[config.mk]
export PLATFORM = sky130hd
export DESIGN_NAME = open_addressing_hash_table
export DESIGN_NICKNAME = d
export VERILOG_FILES = /design/src/hw/rtl/oaht_pkg.sv /design/src/hw/rtl/oaht_mod.sv /design/src/hw/rtl/open_addressing_hash_table.sv
export SDC_FILE = /design/constraint.sdc
export NUM_CORES = 2
export LEC_CHECK = 0
export BUFFER_PORTS_ARGS = -buffer_cell sky130_fd_sc_hd__buf_2
export CAP_MARGIN = 15
export CORE_MARGIN = 2
export CORE_UTILIZATION = 42
export CTS_BUF_LIST = sky130_fd_sc_hd__clkbuf_16
export CTS_CLUSTER_DIAMETER = 40
export DETAILED_ROUTE_END_ITERATION = 10
export GPL_ROUTABILITY_DRIVEN = 0
export PLACE_DENSITY = 0.6
export SKIP_LAST_GASP = 1
export SLEW_MARGIN = 10
export SYNTH_ARGS = -nofsm -noshare
export SYNTH_HDL_FRONTEND = slang
export SYNTH_SLANG_ARGS = --single-unit
[constraint.sdc]
create_clock -name clk_i -period 8.1 [get_ports clk_i]
set_input_delay 0 -clock clk_i [delete_from_list [all_inputs] [get_ports clk_i]]
set_output_delay 0 -clock clk_i [all_outputs]
set_load 0.03 [all_outputs]
[src/hw/rtl/oaht_pkg.sv]
// ----------------------------------------------------------------------------
// oaht_pkg
// Shared types, widths and helpers for the open-addressed hash table.
// ----------------------------------------------------------------------------
package oaht_pkg;

  // Table geometry.
  localparam int unsigned SLOTS  = 64;
  localparam int unsigned IDX_W  = $clog2(SLOTS);
  localparam int unsigned SIZE_W = IDX_W + 1;
  localparam int unsigned KEY_W  = 31;

  // Remainder unit takes two key bits per cycle.
  localparam int unsigned DIV_STEPS = (KEY_W + 1) / 2;
  localparam int unsigned DIV_CNT_W = $clog2(DIV_STEPS);

  // Request kinds carried on the input tuser.
  typedef enum logic [1:0] {
    REQ_SEARCH = 2'd0,
    REQ_INSERT = 2'd1,
    REQ_DELETE = 2'd2
  } req_e;

  // Clamp the configured size to the range 1..SLOTS.
  function automatic logic [SIZE_W-1:0] eff_size(input logic [SIZE_W-1:0] s);
    logic [SIZE_W-1:0] r;
    r = s;
    if (s == '0) r = SIZE_W'(1);
    if (s > SIZE_W'(SLOTS)) r = SIZE_W'(SLOTS);
    return r;
  endfunction

endpackage

[src/hw/rtl/oaht_mod.sv]
// ----------------------------------------------------------------------------
// oaht_mod
// Iterative remainder unit: key modulo table size, two bits per cycle.
// ----------------------------------------------------------------------------
module oaht_mod (
  input  logic                         clk_i,
  input  logic                         rst_ni,
  input  logic                         start_i,
  input  logic [oaht_pkg::KEY_W-1:0]   key_i,
  input  logic [oaht_pkg::SIZE_W-1:0]  size_i,
  output logic                         done_o,
  output logic [oaht_pkg::IDX_W-1:0]   rem_o
);

  localparam int unsigned DVD_W = 2 * oaht_pkg::DIV_STEPS;

  // One restoring step: shift in a bit, subtract the modulus if it fits.
  function automatic logic [oaht_pkg::IDX_W-1:0] rem_step(
    input logic [oaht_pkg::IDX_W-1:0]  r,
    input logic                        b,
    input logic [oaht_pkg::SIZE_W-1:0] n
  );
    logic [oaht_pkg::SIZE_W-1:0] t;
    t = {r, b};
    if (t >= n) t = t - n;
    return t[oaht_pkg::IDX_W-1:0];
  endfunction

  logic                              busy_q, busy_d;
  logic                              done_q, done_d;
  logic [oaht_pkg::DIV_CNT_W-1:0]    cnt_q, cnt_d;
  logic [DVD_W-1:0]                  dvd_q, dvd_d;
  logic [oaht_pkg::IDX_W-1:0]        rem_q, rem_d;
  logic [oaht_pkg::IDX_W-1:0]        rem_mid;

  // Two dependent steps per cycle on narrow values.
  always_comb begin
    busy_d  = busy_q;
    done_d  = 1'b0;
    cnt_d   = cnt_q;
    dvd_d   = dvd_q;
    rem_d   = rem_q;
    rem_mid = rem_step(rem_q, dvd_q[DVD_W-1], size_i);
    if (start_i) begin
      busy_d = 1'b1;
      cnt_d  = '0;
      dvd_d  = DVD_W'(key_i);
      rem_d  = '0;
    end else if (busy_q) begin
      rem_d = rem_step(rem_mid, dvd_q[DVD_W-2], size_i);
      dvd_d = {dvd_q[DVD_W-3:0], 2'b00};
      cnt_d = cnt_q + 1'b1;
      if (cnt_q == oaht_pkg::DIV_CNT_W'(oaht_pkg::DIV_STEPS - 1)) begin
        busy_d = 1'b0;
        done_d = 1'b1;
      end
    end
  end

  // Control state.
  always_ff @(posedge clk_i or negedge rst_ni) begin
    if (!rst_ni) begin
      busy_q <= 1'b0;
      done_q <= 1'b0;
      cnt_q  <= '0;
    end else begin
      busy_q <= busy_d;
      done_q <= done_d;
      cnt_q  <= cnt_d;
    end
  end

  // Datapath registers.
  always_ff @(posedge clk_i) begin
    dvd_q <= dvd_d;
    rem_q <= rem_d;
  end

  assign done_o = done_q;
  assign rem_o  = rem_q;

endmodule

[src/hw/rtl/open_addressing_hash_table.sv]
// ----------------------------------------------------------------------------
// open_addressing_hash_table
// Open-addressed set of keys with triangular probing.
// ----------------------------------------------------------------------------
// Usage:
//   Requests enter on the s_axis channel: tuser carries the request kind
//   (search, insert, delete) and tdata the key. Each request yields one
//   result on the m_axis channel: tuser is the success flag and tdata the
//   slot. The table size must be written on the cfg channel only while the
//   block is idle; the block itself does not enforce this. The cfg channel
//   is always ready. One request is in work at a time. The home slot is
//   found by a remainder unit, then the probe walk reads one slot per cycle
//   from the key memory, which has a registered read port.
//   The result sits in an output register, so the next request is taken
//   while a result waits; when the receiver stalls, the block holds the
//   next finished result until the output register frees up.
//   Reset empties every slot (the used bits clear at once, no sweep) and
//   sets the table size to 64.
// ----------------------------------------------------------------------------
module open_addressing_hash_table (
  input  logic                          clk_i,
  input  logic                          rst_ni,
  // Configuration: table size.
  input  logic                          cfg_valid_i,
  output logic                          cfg_ready_o,
  input  logic [oaht_pkg::SIZE_W-1:0]   cfg_data_i,
  // Request channel.
  input  logic                          s_axis_tvalid,
  output logic                          s_axis_tready,
  input  logic [31:0]                   s_axis_tdata,  // [30:0] key
  input  logic [1:0]                    s_axis_tuser,  // [1:0] req_type
  // Result channel.
  output logic                          m_axis_tvalid,
  input  logic                          m_axis_tready,
  output logic [7:0]                    m_axis_tdata,  // [5:0] slot
  output logic [0:0]                    m_axis_tuser   // [0] ok
);

  localparam logic [1:0] ST_IDLE = 2'd0;
  localparam logic [1:0] ST_MOD  = 2'd1;
  localparam logic [1:0] ST_WALK = 2'd2;
  localparam logic [1:0] ST_DONE = 2'd3;

  localparam int unsigned IW = oaht_pkg::IDX_W;
  localparam int unsigned SW = oaht_pkg::SIZE_W;
  localparam int unsigned KW = oaht_pkg::KEY_W;

  logic [1:0]                 state_q, state_d;
  logic [SW-1:0]              cfg_size_q;
  logic [SW-1:0]              size_n;
  oaht_pkg::req_e             req_q;
  logic [KW-1:0]              key_q;
  logic                       in_acc;

  logic                       mod_done;
  logic [IW-1:0]              mod_rem;

  logic                       iss_en_q, iss_en_d;
  logic [IW-1:0]              iss_h_q, iss_h_d;
  logic [SW-1:0]              iss_k_q, iss_k_d;
  logic                       chk_vld_q, chk_vld_d;
  logic [IW-1:0]              chk_h_q;
  logic [SW-1:0]              chk_k_q;
  logic                       issue;
  logic [SW:0]                h_sum;
  logic [IW-1:0]              h_next;

  logic [KW-1:0]              key_mem [oaht_pkg::SLOTS];
  logic [KW-1:0]              rd_q;
  logic [oaht_pkg::SLOTS-1:0] used_q;

  logic                       probe_emp, probe_hit, probe_last, walk_end;
  logic                       res_ok;
  logic                       mem_wr, used_set, used_clr;
  logic                       ok_q;
  logic [IW-1:0]              slot_q;
  logic                       out_vld_q;
  logic                       out_ok_q;
  logic [IW-1:0]              out_slot_q;
  logic                       out_load;

  assign size_n        = oaht_pkg::eff_size(cfg_size_q);
  assign cfg_ready_o   = 1'b1;
  assign s_axis_tready = (state_q == ST_IDLE);
  assign in_acc        = s_axis_tvalid && s_axis_tready;

  // Configuration register.
  always_ff @(posedge clk_i or negedge rst_ni) begin
    if (!rst_ni) begin
      cfg_size_q <= SW'(oaht_pkg::SLOTS);
    end else if (cfg_valid_i) begin
      cfg_size_q <= cfg_data_i;
    end
  end

  // Request capture.
  always_ff @(posedge clk_i) begin
    if (in_acc) begin
      req_q <= oaht_pkg::req_e'(s_axis_tuser);
      key_q <= s_axis_tdata[KW-1:0];
    end
  end

  // Home slot.
  oaht_mod u_mod (
    .clk_i   (clk_i),
    .rst_ni  (rst_ni),
    .start_i (in_acc),
    .key_i   (s_axis_tdata[KW-1:0]),
    .size_i  (size_n),
    .done_o  (mod_done),
    .rem_o   (mod_rem)
  );

  // Next probe position: one compare and subtract keeps it below the size.
  always_comb begin
    h_sum = (SW+1)'(iss_h_q) + (SW+1)'(iss_k_q) + 1'b1;
    if (h_sum >= (SW+1)'(size_n)) h_sum = h_sum - (SW+1)'(size_n);
    h_next = h_sum[IW-1:0];
  end

  // Probe check: the read issued last cycle is compared now.
  assign probe_last = (chk_k_q == size_n);
  assign probe_emp  = !used_q[chk_h_q];
  assign probe_hit  = !probe_emp && (rd_q == key_q) && !probe_last;
  assign walk_end   = (state_q == ST_WALK) && chk_vld_q &&
                      (probe_emp || probe_hit || probe_last);
  assign issue      = (state_q == ST_WALK) && iss_en_q && !walk_end;

  // Outcome of the walk for each request kind.
  always_comb begin
    res_ok   = 1'b0;
    mem_wr   = 1'b0;
    used_set = 1'b0;
    used_clr = 1'b0;
    case (req_q)
      oaht_pkg::REQ_SEARCH: res_ok = probe_hit;
      oaht_pkg::REQ_INSERT: begin
        res_ok   = probe_hit || probe_emp;
        mem_wr   = walk_end && probe_emp;
        used_set = walk_end && probe_emp;
      end
      oaht_pkg::REQ_DELETE: begin
        res_ok   = probe_hit;
        used_clr = walk_end && probe_hit;
      end
      default: res_ok = 1'b0;
    endcase
  end

  // Sequencer and probe pipeline.
  always_comb begin
    state_d   = state_q;
    iss_en_d  = iss_en_q;
    iss_h_d   = iss_h_q;
    iss_k_d   = iss_k_q;
    chk_vld_d = issue;
    unique case (state_q)
      ST_IDLE: if (in_acc) state_d = ST_MOD;
      ST_MOD: begin
        if (mod_done) begin
          state_d  = ST_WALK;
          iss_en_d = 1'b1;
          iss_h_d  = mod_rem;
          iss_k_d  = '0;
        end
      end
      ST_WALK: begin
        if (walk_end) begin
          state_d   = ST_DONE;
          iss_en_d  = 1'b0;
          chk_vld_d = 1'b0;
        end else if (issue) begin
          iss_h_d  = h_next;
          iss_k_d  = iss_k_q + 1'b1;
          iss_en_d = (iss_k_q != size_n);
        end
      end
      ST_DONE: if (out_load) state_d = ST_IDLE;
      default: state_d = ST_IDLE;
    endcase
  end

  always_ff @(posedge clk_i or negedge rst_ni) begin
    if (!rst_ni) begin
      state_q   <= ST_IDLE;
      iss_en_q  <= 1'b0;
      chk_vld_q <= 1'b0;
    end else begin
      state_q   <= state_d;
      iss_en_q  <= iss_en_d;
      chk_vld_q <= chk_vld_d;
    end
  end

  always_ff @(posedge clk_i) begin
    iss_h_q <= iss_h_d;
    iss_k_q <= iss_k_d;
    if (issue) begin
      chk_h_q <= iss_h_q;
      chk_k_q <= iss_k_q;
    end
  end

  // Key memory: one write port, one registered read port.
  always_ff @(posedge clk_i) begin
    if (mem_wr) key_mem[chk_h_q] <= key_q;
    rd_q <= key_mem[iss_h_q];
  end

  // Used bits, cleared by reset.
  always_ff @(posedge clk_i or negedge rst_ni) begin
    if (!rst_ni) begin
      used_q <= '0;
    end else if (used_set) begin
      used_q[chk_h_q] <= 1'b1;
    end else if (used_clr) begin
      used_q[chk_h_q] <= 1'b0;
    end
  end

  // Finished result, held until the output register is free.
  always_ff @(posedge clk_i) begin
    if (walk_end) begin
      ok_q   <= res_ok;
      slot_q <= res_ok ? chk_h_q : '0;
    end
  end

  // Output register.
  assign out_load = (state_q == ST_DONE) && (!out_vld_q || m_axis_tready);

  always_ff @(posedge clk_i or negedge rst_ni) begin
    if (!rst_ni) begin
      out_vld_q <= 1'b0;
    end else if (out_load) begin
      out_vld_q <= 1'b1;
    end else if (m_axis_tready) begin
      out_vld_q <= 1'b0;
    end
  end

  always_ff @(posedge clk_i) begin
    if (out_load) begin
      out_ok_q   <= ok_q;
      out_slot_q <= slot_q;
    end
  end

  assign m_axis_tvalid = out_vld_q;
  assign m_axis_tdata  = 8'(out_slot_q);
  assign m_axis_tuser  = out_ok_q;

endmodule

==> run_results.csv <==
group,metric,value,unit
run_status,outcome,"completed",
worst_setup_path,cp.arrival,6.53,ns
hold_path,hp-class,"in -> reg",
worst_setup_path,worst-setup-path-type,"reg -> reg",
yosys,synthTopCellsByArea,"edfxtp_1 (73%), mux4_2 (17%), dfrtp_1 (2.4%)",
drt,wl_per_cell,29.14,um
clocking,cts_tree,"built",
power,power_frac_comb,0.9,%
clocking,h-tree-depth,5,
power,vdd_ir_drop_max,212.8,uV
sta,setup_viol,0,
worst_setup_path,cp_max_fo,43,
clocking,cts.sinks,2208,
finish,final_common_cell,"edfxtp_1",
clocking,post_cts_buffers,0,
floorplanning,die_height,456.5,um
power,power.leakage,32.57,nW
yosys,synth_warnings,0,
power,p_sw_share,20.41,%
global_route,grt_pass1_vias,42050,
worst_setup_path,worst_ep_required_time,8.67,ns
drt,vias_per_cell,5.765,
placed_design,portBuffers,53,
clocking,clockBufferDepth,4,
floorplanning,fp.coreArea,204200,um^2
sta,finalHoldViolCount,0,
worst_setup_path,cp_common_cell,"buf_4",
finish,mostFrequentLayoutCells,"edfxtp_1 (2088), mux4_2 (653), clkbuf_16 (321), nand2_1 (129), buf_4 (119)",
drt,drt_pass1_iterations,6,
finish,layout-drive-gt1-share,32.09,%
placed_design,hpwl,118700,um
yosys,yosysTopAreaCellShare,72.91,%
clocking,clock_latency,0.92,ns
yosys,ys_seq_elements,2208,
drt,drt_iter0_markers,4325,
sta,min_period_over_period,73.55,%
worst_setup_path,worst_setup_path_start_kind,"flip-flop",
worst_setup_path,slowest_delay,0.99,ns
clocking,cts_root_buffer,"clkbuf_16",
floorplanning,die_area,208400,um^2
power,power_density,253.3,nW/um^2
drt,wl,207700,um
yosys,netlist_area,85990,um^2
yosys,synth_area_leader_cell,"edfxtp_1",
finish,syn2layout_area_growth,18.06,%
worst_setup_path,path_buf_inv,2,
job,drv_cap,0,
power,internal_power,20.47,mW
sta,slew_headroom,21.58,%
global_route,antenna_found_initial,13,
power,p_switching,5.248,mW
worst_setup_path,cp-end-kind,"flip-flop",
global_route,grt_use_total,19.92,%
yosys,ys_seq_area_share,76.19,%
floorplanning,fp.dieW,456.5,um
sta,fin_crit,5.958,ns
clocking,cts_resized,0,
power,p_clk_share,51.1,%
floorplanning,rows,166,
yosys,synth-edff-count,2088,
global_route,grt_max_degree,129,
yosys,synthFlopType,"edfxtp_1",
yosys,async_flop_share,3.714,%
power,p_total,25.72,mW
sta,report.final.slew_viol_count,0,
drt,drc,0,
sta,clock_skew,0.05934,ns
worst_setup_path,crit_chain,"buf_4 -> mux2_2 -> a22o_1 -> a21oi_1 -> a211oi_1 -> nor4_1 -> and2_2 -> nand4_4 -> nor2_4 -> buf_4",
clocking,cts_buffers,314,
floorplanning,start_util,42.12,%
clocking,path_clk_slew,0.05,ns
yosys,yosys.cell_types.count,68,
yosys,syn_area_per_cell,22.52,um^2
worst_setup_path,cp_slowest_cell,"nor2_4",
finish,fill_cells,16140,
sta,fin_setup_tns,0,ns
finish,layout.nets,4287,
global_route,grt_pass1_wl,300700,um
sta,rsz0062_at_grt,"no",
worst_setup_path,cp_top_family,"simple AND/OR/NAND/NOR gates",
sta,worst-slew-pin-transition,1.176,ns
yosys,syn_inst,3819,
floorplanning,io_pins,58,
power,sequentialPowerShare,47.9,%
drt,vias,41080,
sta,max_freq,0.1678,GHz
global_route,grt-ovfl-total,0,
drt,drtAntennaViolNets,0,
## cell usage after synthesis (all sizes together), types with 4 or more instances
library cell and count:
nor4 6, edfxtp 2088, a221oi 5, nand3 15, o21ai 90, and2 10, a21o 8, xor2 22
mux4 653, dfxtp 38, nand4 17, buf 74, xnor2 39, nor2 93, dfrtp 81, mux2 12
nand2b 9, nand3b 8, o41ai 64, mux2i 22, nor3b 10, inv 32, o31ai 4, o21bai 4
a31oi 9, a21oi 24, and3 7, nor3 5, clkbuf 145, o22ai 4, nand2 129, fa 4
ha 33, a211oi 4, or3 4, nor2b 11
## state kept, by name, summed over array words and instances (netlist names), 2 cells and up, named ones only
register,cells
out_slot_q,6
u_mod.cnt_q,4
u_mod.dvd_q,32
slot_q,6
cfg_size_q,7
req_q,2
key_q,31
state_q,2
rd_q,31
iss_h_q,6
chk_h_q,6
chk_k_q,7
key_mem,1984
iss_k_q,7
u_mod.rem_o,6
## final timing paths
| path | startpoint | to | slack (ns) | cells past startpoint |
|---|---|---|---|---|
| setup / recovery | chk_h_q[2] | key_mem[39][16] | 2.14 | 10 |
| hold / removal | s_axis_tdata[24] | u_mod.dvd_q[24] | 0.16 | 4 |
| setup reg to reg | chk_h_q[2] | key_mem[39][16] | 2.14 | 10 |
| hold reg to reg | slot_q[0] | out_slot_q[0] | 0.42 | 0 |
| max in group asynchronous | rst_ni | cfg_size_q[3] | 6.97 | 4 |
| min in group asynchronous | rst_ni | asynchronous set/reset pin | 0.46 | 4 |
## cell type report
type,instances,area (um^2),share of cell area (%)
clock inverter,228,2102,2.071
clock buffer,321,8033,7.912
timing repair buffer,287,2510,2.472
sequential,2208,65510,64.53
multi-input combinational,1360,19870,19.57
antenna,2,5.005,0.004930
tap,2688,3363,3.313
inverter,33,123.9,0.1220
## power by group through the flow
stage | Clock (mW) | Sequential [mW] | Combinational (mW)
after floorplan | 0 | 12.6 | 0.149
after global placement | 0 | 12.6 | 0.200
after detailed placement | 0 | 12.6 | 0.202
after CTS | 13.3 | 12.3 | 0.242
after global routing | 13.8 | 12.3 | 0.272
final | 13.1 | 12.3 | 0.244
## tightest hold or removal path: cells and delay by family
family                 cells  cell delay [ns]
buffers and inverters      2             0.64
AND/OR/NAND/NOR            2             0.26
## what timing repair did
item | CTS | global route
endpoints found under the hold margin | 173 | 0
hold buffers | 98 | 0
setup endpoints to repair | 0 | 0
## cells by family (layout without fill, tap and decap cells)
group,Yosys count,count (layout),synth area share [%]
XOR/XNOR,61,61,0.6213
adder cells (fa/ha/maj),37,37,0.5733
AND/OR/NAND/NOR,330,330,1.912
AO/OA/AOI/OAI,242,242,1.905
other,2,5,0.008733
flip-flops,2208,2208,76.19
multiplexers,687,687,17.52
buffers and inverters,252,869,1.275
## per-layer routing
| layer | wire length (um) | GRT usage [%] | share of wire [%] | vias up |
|---|---|---|---|---|
| met2 | 100700 | 31.70 | 48 | 1408 |
| met5 | 28 | 0 | 0.013 | - |
| li1 | - | - | - | 17040 |
| met1 | 88870 | 28.47 | 43 | 22330 |
| met3 | 13740 | 3.765 | 6.6 | 303 |
| met4 | 4336 | 5.127 | 2.1 | 4 |
## through the flow
| stage | setup WS [ns] | std cells | hold slack (ns) | instance area, um^2 | utilization (%) |
|---|---|---|---|---|---|
| 2_1_floorplan | 3.506 | 3820 | -0.2956 | 86000 | - |
| 6_report | 2.142 | 7127 | 0.1578 | 101500 | 49.72 |
| 3_3_place_gp | 2.110 | 6469 | -0.1416 | 90220 | 44.19 |
| 4_1_cts | 2.159 | 7122 | 0.1127 | 101500 | 49.70 |
| 5_1_grt | 1.802 | 7126 | 0.1407 | 101500 | 49.72 |
| 3_5_place_dp | 2.151 | 6475 | -0.1385 | 90350 | 44.25 |
(Power assumes the default switching activity.)
